$ cat src/rtl/admittance_filter_six_axis_core_assert.svh
// assertion macros for the admittance filter core
`ifndef ADMITTANCE_FILTER_SIX_AXIS_CORE_ASSERT_SVH
`define ADMITTANCE_FILTER_SIX_AXIS_CORE_ASSERT_SVH

// implication checked every clock outside reset
`define AF_ASSERT_IMP(label, ante, cons) \
    label: assert property (@(posedge i_clk) disable iff (!i_rst_n) (ante) |-> (cons)) \
        else $error("assertion failed");

// next-cycle implication checked every clock outside reset
`define AF_ASSERT_NXT(label, ante, cons) \
    label: assert property (@(posedge i_clk) disable iff (!i_rst_n) (ante) |=> (cons)) \
        else $error("assertion failed");

`endif

$ cat src/rtl/afsa_pkg.sv
`timescale 1ns / 1ps
package afsa_pkg;
    localparam int DEF_NUM_AXES    = 6;
    localparam int DEF_VALUE_WIDTH = 32;
    localparam int FRAC            = 16;
    localparam int IO_W            = 32;

    localparam logic CMD_STEP = 1'b0;
    localparam logic CMD_LOAD = 1'b1;

    localparam logic [1:0] ST_OK     = 2'd0;
    localparam logic [1:0] ST_LOADED = 2'd1;
    localparam logic [1:0] ST_SAT    = 2'd2;
    localparam logic [1:0] ST_ZERO   = 2'd3;

    localparam logic [1:0] ORD_STIFF = 2'd0;
    localparam logic [1:0] ORD_DAMP  = 2'd1;

    localparam logic CFG_ORDER = 1'b0;
    localparam logic CFG_MASK  = 1'b1;

    // datapath operations, one per sequencer step
    typedef enum logic [4:0] {
        OP_NONE  = 5'd0,
        OP_LATCH = 5'd1,  // latch item inputs
        OP_MUL   = 5'd2,  // r_p = a * b >> 16 with saturation
        OP_ADD   = 5'd3,  // r_acc = sel + sel
        OP_SUB   = 5'd4,
        OP_SQRT  = 5'd5,  // one step of integer square root
        OP_DIV   = 5'd6,  // one step of restoring division
        OP_MOV   = 5'd7,
        OP_WR    = 5'd8,  // write back registers
        OP_INIT  = 5'd9
    } t_op;

    // operand selects
    typedef enum logic [3:0] {
        SEL_ZERO = 4'd0, SEL_XD = 4'd1, SEL_VD = 4'd2, SEL_AD = 4'd3,
        SEL_F = 4'd4, SEL_DT = 4'd5, SEL_XC = 4'd6, SEL_VC = 4'd7,
        SEL_K = 4'd8, SEL_D = 4'd9, SEL_IM = 4'd10, SEL_IK = 4'd11,
        SEL_ID = 4'd12, SEL_ACC = 4'd13, SEL_P = 4'd14, SEL_T = 4'd15
    } t_sel;

    typedef struct packed {
        t_op  op;
        t_sel sa;
        t_sel sb;
        logic to_t;     // copy result into temp
        logic to_v;     // copy result into v
        logic to_x;
        logic to_a;
        logic [1:0] dsrc; // divide source 0 m 1 k 2 d
        logic [1:0] ddst; // same coding for destination
    } t_cmd;

    typedef struct packed {
        logic       is_load;
        logic       bad_axis;
        logic       compliant;
        logic       zero_k;
        logic       zero_d;
        logic       zero_im;
        logic       done_iter;
    } t_stat;
endpackage

$ cat src/rtl/afsa_ctrl.sv
`timescale 1ns / 1ps
module afsa_ctrl
    import afsa_pkg::*;
(
    input  logic       i_clk,
    input  logic       i_rst_n,
    input  logic       i_valid,
    output logic       o_stall,
    output logic       o_valid,
    input  logic       i_stall,
    input  logic [1:0] i_order,
    input  t_stat      i_stat,
    output t_cmd       o_cmd
);
    typedef enum logic [6:0] {
        S_IDLE = 7'b0000001, S_INIT = 7'b0000010, S_SQRT = 7'b0000100,
        S_DIV  = 7'b0001000, S_STEP = 7'b0010000, S_WR   = 7'b0100000,
        S_OUT  = 7'b1000000
    } t_state;

    t_state r_state, n_state;
    logic [3:0] r_pc, n_pc;
    logic [1:0] r_dix, n_dix;
    logic r_dbusy, n_dbusy;

    assign o_stall = (r_state != S_IDLE);
    assign o_valid = (r_state == S_OUT);

    // micro-program for compliant steps, selected by the filter order
    function automatic t_cmd prog(input logic [1:0] ord, input logic [3:0] pc);
        t_cmd c;
        c = '{op: OP_NONE, sa: SEL_ZERO, sb: SEL_ZERO, to_t: 1'b0, to_v: 1'b0,
              to_x: 1'b0, to_a: 1'b0, dsrc: 2'd0, ddst: 2'd0};
        if (ord == ORD_STIFF) begin
            case (pc)
                4'd0: begin c.op = OP_MUL; c.sa = SEL_IK; c.sb = SEL_F; end
                4'd1: begin c.op = OP_ADD; c.sa = SEL_XD; c.sb = SEL_P; c.to_x = 1'b1; end
                default: ;
            endcase
        end else if (ord == ORD_DAMP) begin
            case (pc)
                4'd0: begin c.op = OP_SUB; c.sa = SEL_XD; c.sb = SEL_XC; end
                4'd1: begin c.op = OP_MUL; c.sa = SEL_K; c.sb = SEL_ACC; end
                4'd2: begin c.op = OP_ADD; c.sa = SEL_F; c.sb = SEL_P; end
                4'd3: begin c.op = OP_MUL; c.sa = SEL_ID; c.sb = SEL_ACC; end
                4'd4: begin c.op = OP_ADD; c.sa = SEL_VD; c.sb = SEL_P; c.to_v = 1'b1;
                            c.to_t = 1'b1; end
                4'd5: begin c.op = OP_MUL; c.sa = SEL_T; c.sb = SEL_DT; end
                4'd6: begin c.op = OP_ADD; c.sa = SEL_XC; c.sb = SEL_P; c.to_x = 1'b1; end
                default: ;
            endcase
        end else begin
            case (pc)
                4'd0:  begin c.op = OP_SUB; c.sa = SEL_VD; c.sb = SEL_VC; end
                4'd1:  begin c.op = OP_MUL; c.sa = SEL_D; c.sb = SEL_ACC; end
                4'd2:  begin c.op = OP_ADD; c.sa = SEL_F; c.sb = SEL_P; c.to_t = 1'b1; end
                4'd3:  begin c.op = OP_SUB; c.sa = SEL_XD; c.sb = SEL_XC; end
                4'd4:  begin c.op = OP_MUL; c.sa = SEL_K; c.sb = SEL_ACC; end
                4'd5:  begin c.op = OP_ADD; c.sa = SEL_T; c.sb = SEL_P; end
                4'd6:  begin c.op = OP_MUL; c.sa = SEL_IM; c.sb = SEL_ACC; end
                4'd7:  begin c.op = OP_ADD; c.sa = SEL_AD; c.sb = SEL_P; c.to_a = 1'b1;
                             c.to_t = 1'b1; end
                4'd8:  begin c.op = OP_MUL; c.sa = SEL_T; c.sb = SEL_DT; end
                4'd9:  begin c.op = OP_ADD; c.sa = SEL_VC; c.sb = SEL_P; c.to_v = 1'b1;
                             c.to_t = 1'b1; end
                4'd10: begin c.op = OP_MUL; c.sa = SEL_T; c.sb = SEL_DT; end
                4'd11: begin c.op = OP_ADD; c.sa = SEL_XC; c.sb = SEL_P; c.to_x = 1'b1; end
                default: ;
            endcase
        end
        return c;
    endfunction

    function automatic logic [3:0] plen(input logic [1:0] ord);
        case (ord)
            ORD_STIFF: plen = 4'd2;
            ORD_DAMP:  plen = 4'd7;
            default:   plen = 4'd12;
        endcase
    endfunction

    logic w_zero;
    always_comb begin
        case (i_order)
            ORD_STIFF: w_zero = i_stat.zero_k;
            ORD_DAMP:  w_zero = i_stat.zero_d;
            default:   w_zero = i_stat.zero_im;
        endcase
    end

    always_comb begin
        n_state = r_state; n_pc = r_pc; n_dix = r_dix; n_dbusy = r_dbusy;
        o_cmd = '{op: OP_NONE, sa: SEL_ZERO, sb: SEL_ZERO, to_t: 1'b0, to_v: 1'b0,
                  to_x: 1'b0, to_a: 1'b0, dsrc: 2'd0, ddst: 2'd0};
        case (r_state)
            S_IDLE: begin
                o_cmd.op = OP_LATCH;
                if (i_valid) n_state = S_INIT;
            end
            S_INIT: begin
                o_cmd.op = OP_INIT;
                n_pc = '0;
                if (i_stat.bad_axis) n_state = S_WR;
                else if (i_stat.is_load) n_state = S_SQRT;
                else n_state = S_STEP;
            end
            S_SQRT: begin
                if (i_stat.done_iter) begin
                    // d = 2 * (z * sqrt(m*k))
                    case (r_pc)
                        4'd0: begin o_cmd.op = OP_MUL; o_cmd.sa = SEL_K; o_cmd.sb = SEL_P;
                                    n_pc = 4'd1; end
                        default: begin
                            o_cmd.op = OP_ADD; o_cmd.sa = SEL_ACC; o_cmd.sb = SEL_ACC;
                            n_pc = '0; n_dix = 2'd0; n_dbusy = 1'b0; n_state = S_DIV;
                        end
                    endcase
                end else begin
                    o_cmd.op = OP_SQRT;
                end
            end
            S_DIV: begin
                o_cmd.op = OP_DIV;
                o_cmd.dsrc = r_dix; o_cmd.ddst = r_dix;
                if (!r_dbusy) n_dbusy = 1'b1;
                else if (i_stat.done_iter) begin
                    n_dbusy = 1'b0;
                    o_cmd.op = OP_NONE;
                    if (r_dix == 2'd2) n_state = S_WR;
                    else n_dix = r_dix + 2'd1;
                end
            end
            S_STEP: begin
                if (!i_stat.compliant || w_zero || r_pc == plen(i_order)) n_state = S_WR;
                else begin
                    o_cmd = prog(i_order, r_pc);
                    n_pc = r_pc + 4'd1;
                end
            end
            S_WR: begin
                o_cmd.op = OP_WR;
                n_state = S_OUT;
            end
            S_OUT: begin
                if (!i_stall) n_state = S_IDLE;
            end
            default: n_state = S_IDLE;
        endcase
    end

    always_ff @(posedge i_clk) begin
        if (!i_rst_n) begin
            r_state <= S_IDLE; r_pc <= '0; r_dix <= '0; r_dbusy <= 1'b0;
        end else begin
            r_state <= n_state; r_pc <= n_pc; r_dix <= n_dix; r_dbusy <= n_dbusy;
        end
    end
endmodule
$ cat config.mk
export PLATFORM = sky130hd
export DESIGN_NAME = afsa_ctrl
export DESIGN_NICKNAME = d
export VERILOG_FILES = /design/src/rtl/admittance_filter_six_axis_core_assert.svh /design/src/rtl/afsa_pkg.sv /design/src/rtl/afsa_ctrl.sv
export SDC_FILE = /design/constraint.sdc
export NUM_CORES = 1
export LEC_CHECK = 0
export BUFFER_PORTS_ARGS = -buffer_cell sky130_fd_sc_hd__buf_4
export CORE_MARGIN = 2
export CORE_UTILIZATION = 50
export CTS_CLUSTER_DIAMETER = 200
export CTS_CLUSTER_SIZE = 20
export DETAILED_ROUTE_END_ITERATION = 10
export GPL_ROUTABILITY_DRIVEN = 0
export HOLD_SLACK_MARGIN = 0.02
export PLACE_DENSITY = 0.74
export SETUP_SLACK_MARGIN = 0.1
export SLEW_MARGIN = 5
export SYNTH_ARGS = -nofsm -noshare
export SYNTH_HDL_FRONTEND = slang
export SYNTH_SLANG_ARGS = --single-unit
$ cat constraint.sdc
create_clock -name i_clk -period 5.4 [get_ports i_clk]
set_input_delay 0.81 -clock i_clk [delete_from_list [all_inputs] [get_ports i_clk]]
set_output_delay 0.81 -clock i_clk [all_outputs]
set_load 0.005 [all_outputs]
* After elaboration in Yosys (flattened, before gate mapping) *
Cells that the tools add are included.

cells by class
  shift operators = 0
  bitwise gates (word level) = 0
  reductions and logical operators = 13
  mux-type cells = 55
  eq/ne operators = 32
  divide/modulo/power cells = 0
  $lt $le $gt $ge = 0
  add/sub/neg operators = 2
  $mul = 0

operators with widths
  kind                                            count
  case mux 11 bit (11 select lines)               1
  case mux 11 bit (7 select lines)                1
  two-way mux 7 bit                               8
  case mux 7 bit (7 select lines)                 1
  case mux 5 bit (6 select lines)                 1
  two-way mux 21 bit                              1
  inequality test 2 bit (second input constant)   10
  case mux 10 bit (2 select lines)                1
  == test 4 x 3 -> 1 bit (second input constant)  4
  == test 4 bit (second input constant)           4
  two-way mux 4 bit                               4
  case mux 4 bit (2 select lines)                 2
  case mux 8 bit (2 select lines)                 1
  two-way mux 1 bit                               14
  two-way mux 14 bit                              1
  two-way mux 2 bit                               7
  case mux 4 bit (3 select lines)                 1
  two-way mux 11 bit                              1
  two-way mux 3 bit                               3
  two-way mux 9 bit                               1
  == test 4 x 2 -> 1 bit (second input constant)  2
  two-way mux 8 bit                               1
  AND reduction 8 bit                             1
  == test 7 x 1 -> 1 bit (second input constant)  1
  other kinds (27)                                30

storage, ports and cells
  memories kept = 0
  logic and storage cells = 106
  bits of input ports = 13
  ROM bits = 0
  bits in writable memories = 0
  bits in latches = 0
  flip-flop bits (word level) = 14

* Depth between registers and ports, before layout *
Gate-level depths: netlist (run 1).

  word-level depth = 7
  gate-level depth with buffers = 8
  mapped depth without buffers = 7

* Worst setup path before layout (run 1) *
OpenSTA, ideal clock, no wires.

  kind = input to output
  start point = in i_order[1]
  end point = out o_cmd[17] (netlist bit)
  stages on the path = 6
  data arrival time = 1950 ps
  setup slack = 2640 ps
  path through = clkbuf_1 -> nor2b_1 -> a32oi_1 -> nor2_1 -> o31a_1 -> o31ai_1

RTL lines
  what                RTL line         RTL
  start: declaration  afsa_ctrl.sv:11  input logic [1:0] i_order,
  end: declaration    afsa_ctrl.sv:13  output t_cmd o_cmd

==> summary.md, run 1 <==
| Metric | Value |
|---|---|
| Run status | finished, final reports clean |
| GR Util All Layers | 0.246 |
| Die footprint | between 3000 and 4000 um2 |
| Pwr/cell area | ~170 nW/um2 |
| Post-DR vias/cell | 6.41 |
| PnR worst setup slack | roughly 1600 ps |
| CP max stage cell | nor4_1 |
| Setup TNS Final | 0 ps |
| Clock Sinks | 14 |
| Cts hold-fix bufs | 0 |
| Worst path max stage delay | 620 ps |
| Post-Route WL | 4800 um |
| I/O Pins | 36 |
| Commonest non-fill, non-tap cell in the layout | buf_4 |
| Minimum clock period | between 3000 and 4000 ps |
| Final core occ | 0.590 |
| Biggest area consumer among synthesized cells | dfxtp_1 |
| Synth warn | 0 |
| Synthesized area | roughly 1800 um2 |
| Worst Tran Pin Value | 914 ps |
| DP Wirelength | around 3400 um |
| Post-synth EDFFs | 0 |
| # Post-CTS Setup Buffers | 0 |
| Most frequent cells in the layout | 36 x buf_4, 27 x nor2_1, 21 x o21ai_0, 18 x nand2_1, 17 x a21oi_1 |
| Post-synth cell types | 65 |
| Synthesized Nets | 275 |
| Peak supply drop | about 0.18 mV |
| Post-CTS sizing | 0 |
| Critical Path Start Type | flip-flop |
| Critical Path End Type | primary output |
| Cell Rows | 21 |
| Critical Path AT | 2950 ps |
| Post-synth top area share | 0.160 |
| Pre-antenna DRT Iters | 7 |
| Grt total ovfl | 0 |
| CTS clk-pin slew, worst paths | around 100 ps |
| Delay-heaviest family, CP | simple AND/OR/NAND/NOR gates |
| Clock tree buffer depth | 2 |
| Root buffer cell | clkbuf_4 |
| CTS Buf Count | 3 |
| Top FF cell, synth | dfxtp_1 |
| Htree depth | 1 |
| Slew Limit Fails | 0 |
| Yosys reg bits | 14 |
| Worst min path class | reg2reg |
| Worst-Skew Late Latency | slightly below 300 ps |
| Core Area | 3360 um2 |
| Diode count | 0 |
| Slew margin rel. | 0.390 |
| Initial antenna violation count | 0 |
| CP cell instances | nor4_1 > and3_1 > and3_1 > nand3_1 > o41ai_1 > buf_4 |
| WHS | between 400 and 500 ps |
| Tcrit/Tclk final | 0.696 |
| DP Worst Slack | roughly 2000 ps |
| Area Overhead vs Synth | 13.2% |
| Vias in the first global route | 1755 |
| Post-Synthesis Cells | 257 |
| Die height | 63.2 um |
| Setup violators final | 0 |
| Hold Path Stages | 2 |
| Ys async rst share | 0 |
| Worst endpoint required time | approximately 4600 ps |
| WP depth | 6 |
| Mapped Avg Cell Area | 6.82 um2 |
| DRC viols | 0 |
| Layout cell share with drive strength beyond 1 | 0.189 |
| DRT iter0 DRCs | approximately 290 |
| Layout Nets | between 200 and 300 |
| Buffers and inverters on the worst path | 1 |
| Synth area leaders | dfxtp_1 16%, o21ai_0 6.0%, nor2_1 5.8%, a21oi_1 4.9%, nand2_1 3.9% |
| Buffers on Ports | 34 |
| Hold violation total from the final report | 0 |
| Most common cell on crit path | and3_1 |
| Sequential fraction of the synthesis area | 0.160 |
| RSZ-0062 raised after global routing | false |
| Pleak | a little over 0.0008 uW |
| Largest net degree at the start of global routing | 30 |
| Setup Skew | roughly 12 ps |
| Max Cap Viol | 0 |
| DR vias | 2025 |
| First-pass GRT wire length | slightly above 8000 um |
| Initial Utilization | 0.521 |
| Wire per inst | about 15 um |
| Reg2reg path depth | 7 |
| Worst-path fanout max | 14 |
| Remaining antenna violation count | 0 |
| Die width | between 60 and 70 um |
| CTS tree | yes |
| Max frequency | about 270 MHz |
| Type of the worst setup path | reg2out |
==> routing by layer <==
| metal | wire, um | track usage | up-vias | share of wire |
|---|---|---|---|---|
| li1 | - | - | 984 | - |
| met1 | 2270 | 0.373 | 919 | 0.47 |
| met2 | 2010 | 0.366 | 111 | 0.42 |
| met3 | 477 | 0.0446 | 11 | 0.099 |
| met4 | 47 | 0.0380 | 0 | 0.0098 |
| met5 | 0 | 0 | - | 0 |
==> area by class of cell <==
cell class | instances | area [um2]
Tap cell | 46 | 57.6
Clock buffer | 4 | 36.3
Sequential cell | 14 | 280
Timing Repair Buffer | 36 | 270
Multi-Input combinational cell | 209 | 1310
Inverter | 7 | 26.3
Fill cell | 349 | 1380
==> where the power goes <==
| part | internal, uW | switching (uW) |
|---|---|---|
| clock | 41.0 | 37.0 |
| sequential | 108 | 12.8 |
| combinational | 60.5 | 69.7 |
| total | 210 | 120 |
==> stage by stage <==
stage               instances  total power [uW]  instance area (um2)
floorplan                 257               215                 1750
detailed placement        312               250                 1950
global route              316               348                 1980
CTS                       316               328                 1980
global placement          312               249                 1950
finish                    316               329                 1980
==> worst paths after layout <==
check	startpoint	to	slack (ps)
max reg2reg	r_pc[0]$_SDFFE_PN0P_	r_state[0]$_SDFFE_PN1P_	3070
min	r_dix[1]$_SDFFE_PN0P_	r_dix[1]$_SDFFE_PN0P_	490
min reg2reg	r_dix[1]$_SDFFE_PN0P_	r_dix[1]$_SDFFE_PN0P_	490
max	r_state[1]$_SDFFE_PN0P_	o_cmd[11]	1640
==> worst min-delay path: stages (launching register included) <==
cell      delay (ps)
dfxtp_1          330
o21ai_0           70
a21boi_1          50
==> Yosys cell counts (all sizes together), types with 2 or more instances <==
cell type / count
or2: 2
nand3: 4
nor2: 27
xor2: 2
o32ai: 3
a22oi: 2
o21ai: 21
o311a: 2
or4: 3
nor2b: 4
a21boi: 6
nand4b: 2
o32a: 2
a211oi: 3
o31ai: 5
o211ai: 3
ha: 5
o221ai: 2
mux2i: 2
nand4: 5
inv: 7
a31oi: 2
and3: 7
a31o: 2
nand2: 18
buf: 10
nor3b: 2
nor3: 11
or3: 3
nand2b: 5
dfxtp: 14
o22ai: 4
o21a: 5
and2: 5
a21oi: 17
clkbuf: 17
nor4: 4
==> flip-flops by register name, indices dropped and copies added, names as in the netlist <==
register / count
r_state: 7
r_pc: 4
r_dix: 2
r_dbusy: 1
==> kinds of logic after synthesis <==
family	count (synthesis)	synth area share
adders and majority gates	5	0.0357
buffers and inverters	34	0.0907
muxes	3	0.0179
AOI/OAI and AO/OA	91	0.354
and+or+nand+nor	106	0.325
other	1	0.00214
DFF	14	0.160
xor gates and xnor gates	3	0.0150
Note: power is estimated with default switching activity, not from simulation.
==> run 2, diff against run 1 <==
PLACE_DENSITY = 0.77   (was 0.74)
clock period = 3.39 ns   (was 5.4 ns; I/O delays follow)
==> summary.md, run 2 (synthesis results as in run 1) <==
| Metric | Value |
|---|---|
| Biggest register | r_state |
| Minimum clock period | 3030 ps |
| RR Endpoint | r_state[0]$_SDFFE_PN1P_ |
| Pwr/cell area | 264 nW/um2 (+59%) |
| Layout cell share with drive strength beyond 1 | 0.205 (+0.0162) |
| Area Overhead vs Synth | 14.9% |
| Critical Path End Type | primary output |
| CTS Buf Count | 3 (unchanged) |
| Diode count | 0 (unchanged) |
| I/O Pins | 36 (unchanged) |
| Worst-Skew Late Latency | 290 ps (about the same) |
| RSZ-0062 raised after global routing | true |
| Largest net degree at the start of global routing | 19 (-37%) |
| Critical Path Start Type | flip-flop |
| CP Capture Point | o_cmd[17] |
| Vias in the first global route | 1732 (-1.3%) |
| Cell Rows | 21 (unchanged) |
| Max Cap Viol | 0 (unchanged) |
| Tcrit/Tclk final | 0.893 |
| Critical Path AT | 2520 ps (-430 ps) |
| Remaining antenna violation count | 0 (unchanged) |
| Hold violation total from the final report | 0 (unchanged) |
| Worst hold start | i_stat[5] |
| Met3 Track Usage GR | 0.0482 (+0.00357) |
| Pre-antenna DRT Iters | 5 (-2) |
| Setup crit start | r_pc[0]$_SDFFE_PN0P_ |
| Initial antenna violation count | 0 (unchanged) |
| Post-placement cell area | 1970 um2 (+1.2%) |
| # Post-CTS Setup Buffers | 0 (unchanged) |
| Peak supply drop | 0.325 mV (+85%) |
| Layout Nets | 292 (+1.0%) |
| Slew margin rel. | 0.579 (+0.189) |
| Pleak | 0.000842 uW (+1.8%) |
| Core Area | 3360 um2 (unchanged) |
| Grt met2 use | 0.366 (unchanged) |
| DR vias | 2020 (-0.25%) |
| Grt total ovfl | 0 (unchanged) |
| Post-Route WL | 4830 um (+0.63%) |
| Post-route design area | 2010 um2 (+1.5%) |
| Run status | finished, final reports clean |
| GR Util All Layers | 0.251 (+0.00581) |
| Worst min path class | in2reg |
| Htree depth | 1 (unchanged) |
| Wire per inst | 15.1 um (-0.32%) |
| First-pass GRT wire length | 8330 um (+2.0%) |
| Cts hold-fix bufs | 0 (unchanged) |
| DP Wirelength | 3530 um (+3.8%) |
| Clock tree buffer depth | 2 (unchanged) |
| Setup Skew | 7.92 ps (-3.71 ps) |
| R2r startpoint | r_pc[0]$_SDFFE_PN0P_ |
| Worst Tran Pin Value | 627 ps (-287 ps) |
| Clock Sinks | 14 (unchanged) |
| Max frequency | between 300 and 400 MHz |
| Setup TNS Final | 0 ps (unchanged) |
| Buffers on Ports | 34 (unchanged) |
| Setup violators final | 0 (unchanged) |
| Met1 usage | 0.385 (+0.0128) |
| Setup slack, reg-to-reg | 1100 ps (-1970 ps) |
| Slew Limit Fails | 0 (unchanged) |
| Type of the worst setup path | reg2out |
| Reg2reg path depth | 7 (unchanged) |
| Gr busiest metal | met1 |
| Worst endpoint required time | 2880 ps (-1710 ps) |
| Max FFs per register | 7 (unchanged) |
| Root buffer cell | clkbuf_4 |
| Post-CTS sizing | 0 (unchanged) |
| Commonest non-fill, non-tap cell in the layout | buf_4 |
| CTS clk-pin slew, worst paths | 90 ps (about the same) |
| CTS tree | yes |
| Registers with the most flip-flops | r_state (7), r_pc (4), r_dix (2) |
| Die footprint | 3990 um2 (unchanged) |
| Initial Utilization | 0.521 (unchanged) |
| Post-DR vias/cell | 6.33 (-1.2%) |
| WHS | 432 ps (-58.0 ps) |
| Die height | 63.2 um (unchanged) |
| Die width | 63.2 um (unchanged) |
| Most frequent cells in the layout | 39 x buf_4, 27 x nor2_1, 21 x o21ai_0, 18 x nand2_1, 17 x a21oi_1 |
| Worst-path fanout max | 12 (-2) |
| DRT iter0 DRCs | 234 (-18%) |
| DRC viols | 0 (unchanged) |
run 2: cell count changes in the layout (fill, tap and decap cells not counted), sizes merged:
cell,change
buf,+3
run 2: layout make-up:
cell class | instances | area [um2]
Fill cell | 355 | 1350
Multi-Input combinational cell | 209 | 1320
Clock buffer | 4 | 36.3
Inverter | 7 | 26.3
Sequential cell | 14 | 280
Timing Repair Buffer | 39 | 293
Tap cell | 46 | 57.6
run 2: report_power, final:
group	total (uW)	switching (uW)	internal (uW)	leakage, uW
logic	213	113	101	0.000708
registers	192	18.9	173	0.000113
clock network	126	61.1	65.4	0.0000210
total	531	193	339	0.000842
run 2: worst min path at each step:
| stage | to | depth (start not counted) |
|---|---|---|
| 2_1_floorplan | r_dix[0]$_SDFFE_PN0P_ | 2 |
| 3_5_place_dp | r_dix[1]$_SDFFE_PN0P_ | 2 |
| 6_report | r_state[2]$_SDFFE_PN0P_ | 2 |
| 5_1_grt | r_state[2]$_SDFFE_PN0P_ | 2 |
| 4_1_cts | r_state[2]$_SDFFE_PN0P_ | 2 |
| 3_3_place_gp | r_dix[0]$_SDFFE_PN0P_ | 2 |
run 2: metrics by stage:
| stage | util | power (uW) | instances | setup slack, ps |
|---|---|---|---|---|
| after global routing | 0.599 | 564 | 319 | 87.5 |
| after global placement | 0.586 | 401 | 315 | 618 |
| after detailed placement | 0.586 | 403 | 315 | 603 |
| after CTS | 0.596 | 529 | 319 | 265 |
| after floorplan | - | 342 | 257 | 977 |
| final | 0.599 | 531 | 319 | 364 |
run 2: layer usage:
metal | wire (um) | up-vias
met5 | 0 | -
met4 | 28 | 0
met3 | 409 | 6
met2 | 2070 | 105
met1 | 2330 | 918
li1 | - | 991
run 2: worst max-delay path, stage by stage, from the launching register on:
cell and delay (ps):
dfxtp_1 380, inv_1 130, ha_1 410, nor2_1 200
a211oi_1 340, nor2_1 100, o31a_1 310, o31ai_1 210
buf_4 150
==> run 3, diff against run 2 <==
--- a/config.mk
+++ b/config.mk
@@ -8,4 +8,6 @@
 export BUFFER_PORTS_ARGS = -buffer_cell sky130_fd_sc_hd__buf_4
+export CELL_PAD_IN_SITES_DETAIL_PLACEMENT = 2
+export CELL_PAD_IN_SITES_GLOBAL_PLACEMENT = 2
 export CORE_MARGIN = 2
-export CORE_UTILIZATION = 50
+export CORE_UTILIZATION = 27
 export CTS_CLUSTER_DIAMETER = 200
@@ -15,3 +17,3 @@
 export HOLD_SLACK_MARGIN = 0.02
-export PLACE_DENSITY = 0.77
+export PLACE_DENSITY_LB_ADDON = 0.1
 export SETUP_SLACK_MARGIN = 0.1
==> constraint.sdc (replaced) <==
create_clock -name i_clk -period 3.39 [get_ports i_clk]
set_input_delay 0.1695 -clock i_clk [delete_from_list [all_inputs] [get_ports i_clk]]
set_output_delay 0.1695 -clock i_clk [all_outputs]
set_load 0.005 [all_outputs]
==> summary.md, run 3 (synthesis results as in run 1) <==
| Metric | Value |
|---|---|
| Post-CTS sizing | 0 (unchanged) |
| Register area | 280 um2 (unchanged) |
| Registers with the most flip-flops | r_state (7), r_pc (4), r_dix (2) |
| Area Overhead vs Synth | 18.2% |
| Worst-path fanout max | 17 (+5) |
| Run status | finished, final reports clean |
| Reg2reg path depth | 5 (-2) |
| Layout cell share with drive strength beyond 1 | 0.201 (-0.00440) |
| Vias in the first global route | 2183 (+26%) |
| Initial Utilization | 0.277 (-0.243) |
| # Post-CTS Setup Buffers | 0 (unchanged) |
| Biggest register | r_state |
| Die height | 84.5 um (+34%) |
| CTS Buf Count | 3 (unchanged) |
| Die footprint | 7150 um2 (+79%) |
| Most frequent cells in the layout | 40 x buf_4, 27 x nor2_1, 21 x o21ai_0, 18 x nand2_1, 17 x a21oi_1 |
| Clock tree buffer depth | 2 (unchanged) |
| Max FFs per register | 7 (unchanged) |
| GR Util All Layers | 0.203 (-0.0489) |
| Finished Layout Cells | 351 (+10%) |
| DR vias | 2027 (+0.35%) |
| Remaining antenna violation count | 0 (unchanged) |
| Hold Path Stages | 2 (unchanged) |
| Buffers on Ports | 34 (unchanged) |
| Register share of total power | 0.330 (-0.030) |
| Diode count | 0 (unchanged) |
| RR Endpoint | r_pc[3]$_SDFFE_PN0P_ |
| Pleak | 0.000855 uW (+1.5%) |
| DRC viols | 0 (unchanged) |
| Largest net degree at the start of global routing | 23 (+4) |
| Pwr/cell area | 284 nW/um2 (+7.7%) |
| Critical Path AT | 2760 ps (+240 ps) |
| Peak supply drop | 0.219 mV (-33%) |
| Setup slack, reg-to-reg | 920 ps (-180 ps) |
| Layout Nets | 293 (+0.34%) |
| Internal Pwr Total | 376 uW (+11%) |
| Critical Path End Type | primary output |
| Fillers | 797 (+120%) |
| CTS clk-pin slew, worst paths | 70 ps (-20 ps) |
| Wire per inst | 20.2 um (+33%) |
| Clk pwr share | 0.290 (+0.052) |
| Pre-antenna DRT Iters | 4 (-1) |
| Switching share of power | 0.361 (-0.00171) |
| DRT iter0 DRCs | 91 (-61%) |
| Gr busiest metal | met2 |
| Commonest non-fill, non-tap cell in the layout | buf_4 |
| Root buffer cell | clkbuf_8 |
| Post-Route WL | 7090 um (+47%) |
| Worst endpoint required time | 3220 ps (+340 ps) |
| Die width | 84.5 um (+34%) |
| First-pass GRT wire length | 11700 um (+40%) |
| RSZ-0062 raised after global routing | false |
| Combinational power share | 0.380 (-0.022) |
| Setup crit start | r_pc[0]$_SDFFE_PN0P_ |
| Area of the multi-input gates | 1310 um2 (-0.57%) |
| Worst-Skew Late Latency | 250 ps (-40 ps) |
| Critical Path Start Type | flip-flop |
| Minimum clock period | 2930 ps (-96.3 ps) |
| Max frequency | 341 MHz (+3.3%) |
| Post-DR vias/cell | 5.77 (-8.8%) |
| Worst min path class | in2reg |
| Cts hold-fix bufs | 0 (unchanged) |
| Cell Rows | 29 (+38%) |
| I/O Pins | 36 (unchanged) |
| Setup TNS Final | 0 ps (unchanged) |
| R2r startpoint | r_state[4]$_SDFFE_PN0P_ |
| DP Wirelength | 5380 um (+53%) |
| Slew Limit Fails | 0 (unchanged) |
| Htree depth | 1 (unchanged) |
| Hold violation total from the final report | 0 (unchanged) |
| Grt met2 use | 0.383 (+0.0173) |
| CTS tree | yes |
| Placed instance count | 347 (+10%) |
| Grt total ovfl | 0 (unchanged) |
| Initial antenna violation count | 0 (unchanged) |
| Slew margin rel. | 0.475 (-0.104) |
| Setup Skew | 4.73 ps (-3.19 ps) |
| Met3 Track Usage GR | 0.0177 (-0.0305) |
| Setup violators final | 0 (unchanged) |
| Tcrit/Tclk final | 0.864 (-0.0284) |
| Max Cap Viol | 0 (unchanged) |
| Switching power | 213 uW (+10%) |
| Clock Sinks | 14 (unchanged) |
| Core Area | 6310 um2 (+88%) |
| Type of the worst setup path | reg2out |
| CP Capture Point | o_cmd[17] |
| Worst Tran Pin Value | 781 ps (+154 ps) |
| Met1 usage | 0.251 (-0.134) |
## run 3: cell count changes in the layout (fill, tap and decap cells not counted), sizes merged
| cell | change |
|---|---|
| buf | +1 |
## run 3: layer usage
metal	wire length, um	part of all wire
met1	3260	0.46
met3	108	0.015
met4	58	0.0082
met5	0	0
met2	3660	0.52
## run 3: per-stage QoR
stage | setup WS (ps) | area [um2] | util | hold WS, ps | power, uW
after global routing | 198 | 2070 | 0.328 | 140 | 630
after floorplan | 1310 | 1750 | - | 287 | 342
final | 460 | 2070 | 0.328 | 135 | 589
after detailed placement | 734 | 2020 | 0.319 | 402 | 423
after CTS | 459 | 2070 | 0.328 | 129 | 599
after global placement | 762 | 2020 | 0.319 | 397 | 418
## run 3: critical path, cell delays in order, from the launching register on
cell and delay (ps):
dfxtp_1 490, ha_1 620, o21bai_1 230, a32oi_1 320, nor2_1 130, o31a_1 310
o31ai_1 240, buf_4 160
## run 3: cell type report
cell class	count	share of cell area
Clock buffer	4	0.0266
Timing Repair Buffer	40	0.145
Multi-Input combinational cell	209	0.634
Sequential cell	14	0.135
Inverter	7	0.0127
Tap cell	77	0.0465
## run 3: worst min-delay path by stage
| stage | from | endpoint | slack, ps |
|---|---|---|---|
| after floorplan | i_stat[5] | r_state[2]$_SDFFE_PN0P_ | 290 |
| after global placement | i_stat[5] | r_state[2]$_SDFFE_PN0P_ | 400 |
| after detailed placement | i_stat[5] | r_state[2]$_SDFFE_PN0P_ | 400 |
| after CTS | i_stat[5] | r_state[2]$_SDFFE_PN0P_ | 130 |
| after global routing | i_stat[5] | r_state[2]$_SDFFE_PN0P_ | 140 |
| final | i_stat[5] | r_state[2]$_SDFFE_PN0P_ | 140 |
## run 3: power groups by stage
| stage | sequential (uW) | clock, uW | combinational [uW] |
|---|---|---|---|
| detailed placement | 197 | 0 | 225 |
| CTS | 194 | 179 | 226 |
| finish | 194 | 171 | 224 |
| floorplan | 181 | 0 | 162 |
| global placement | 196 | 0 | 222 |
| global route | 196 | 185 | 248 |
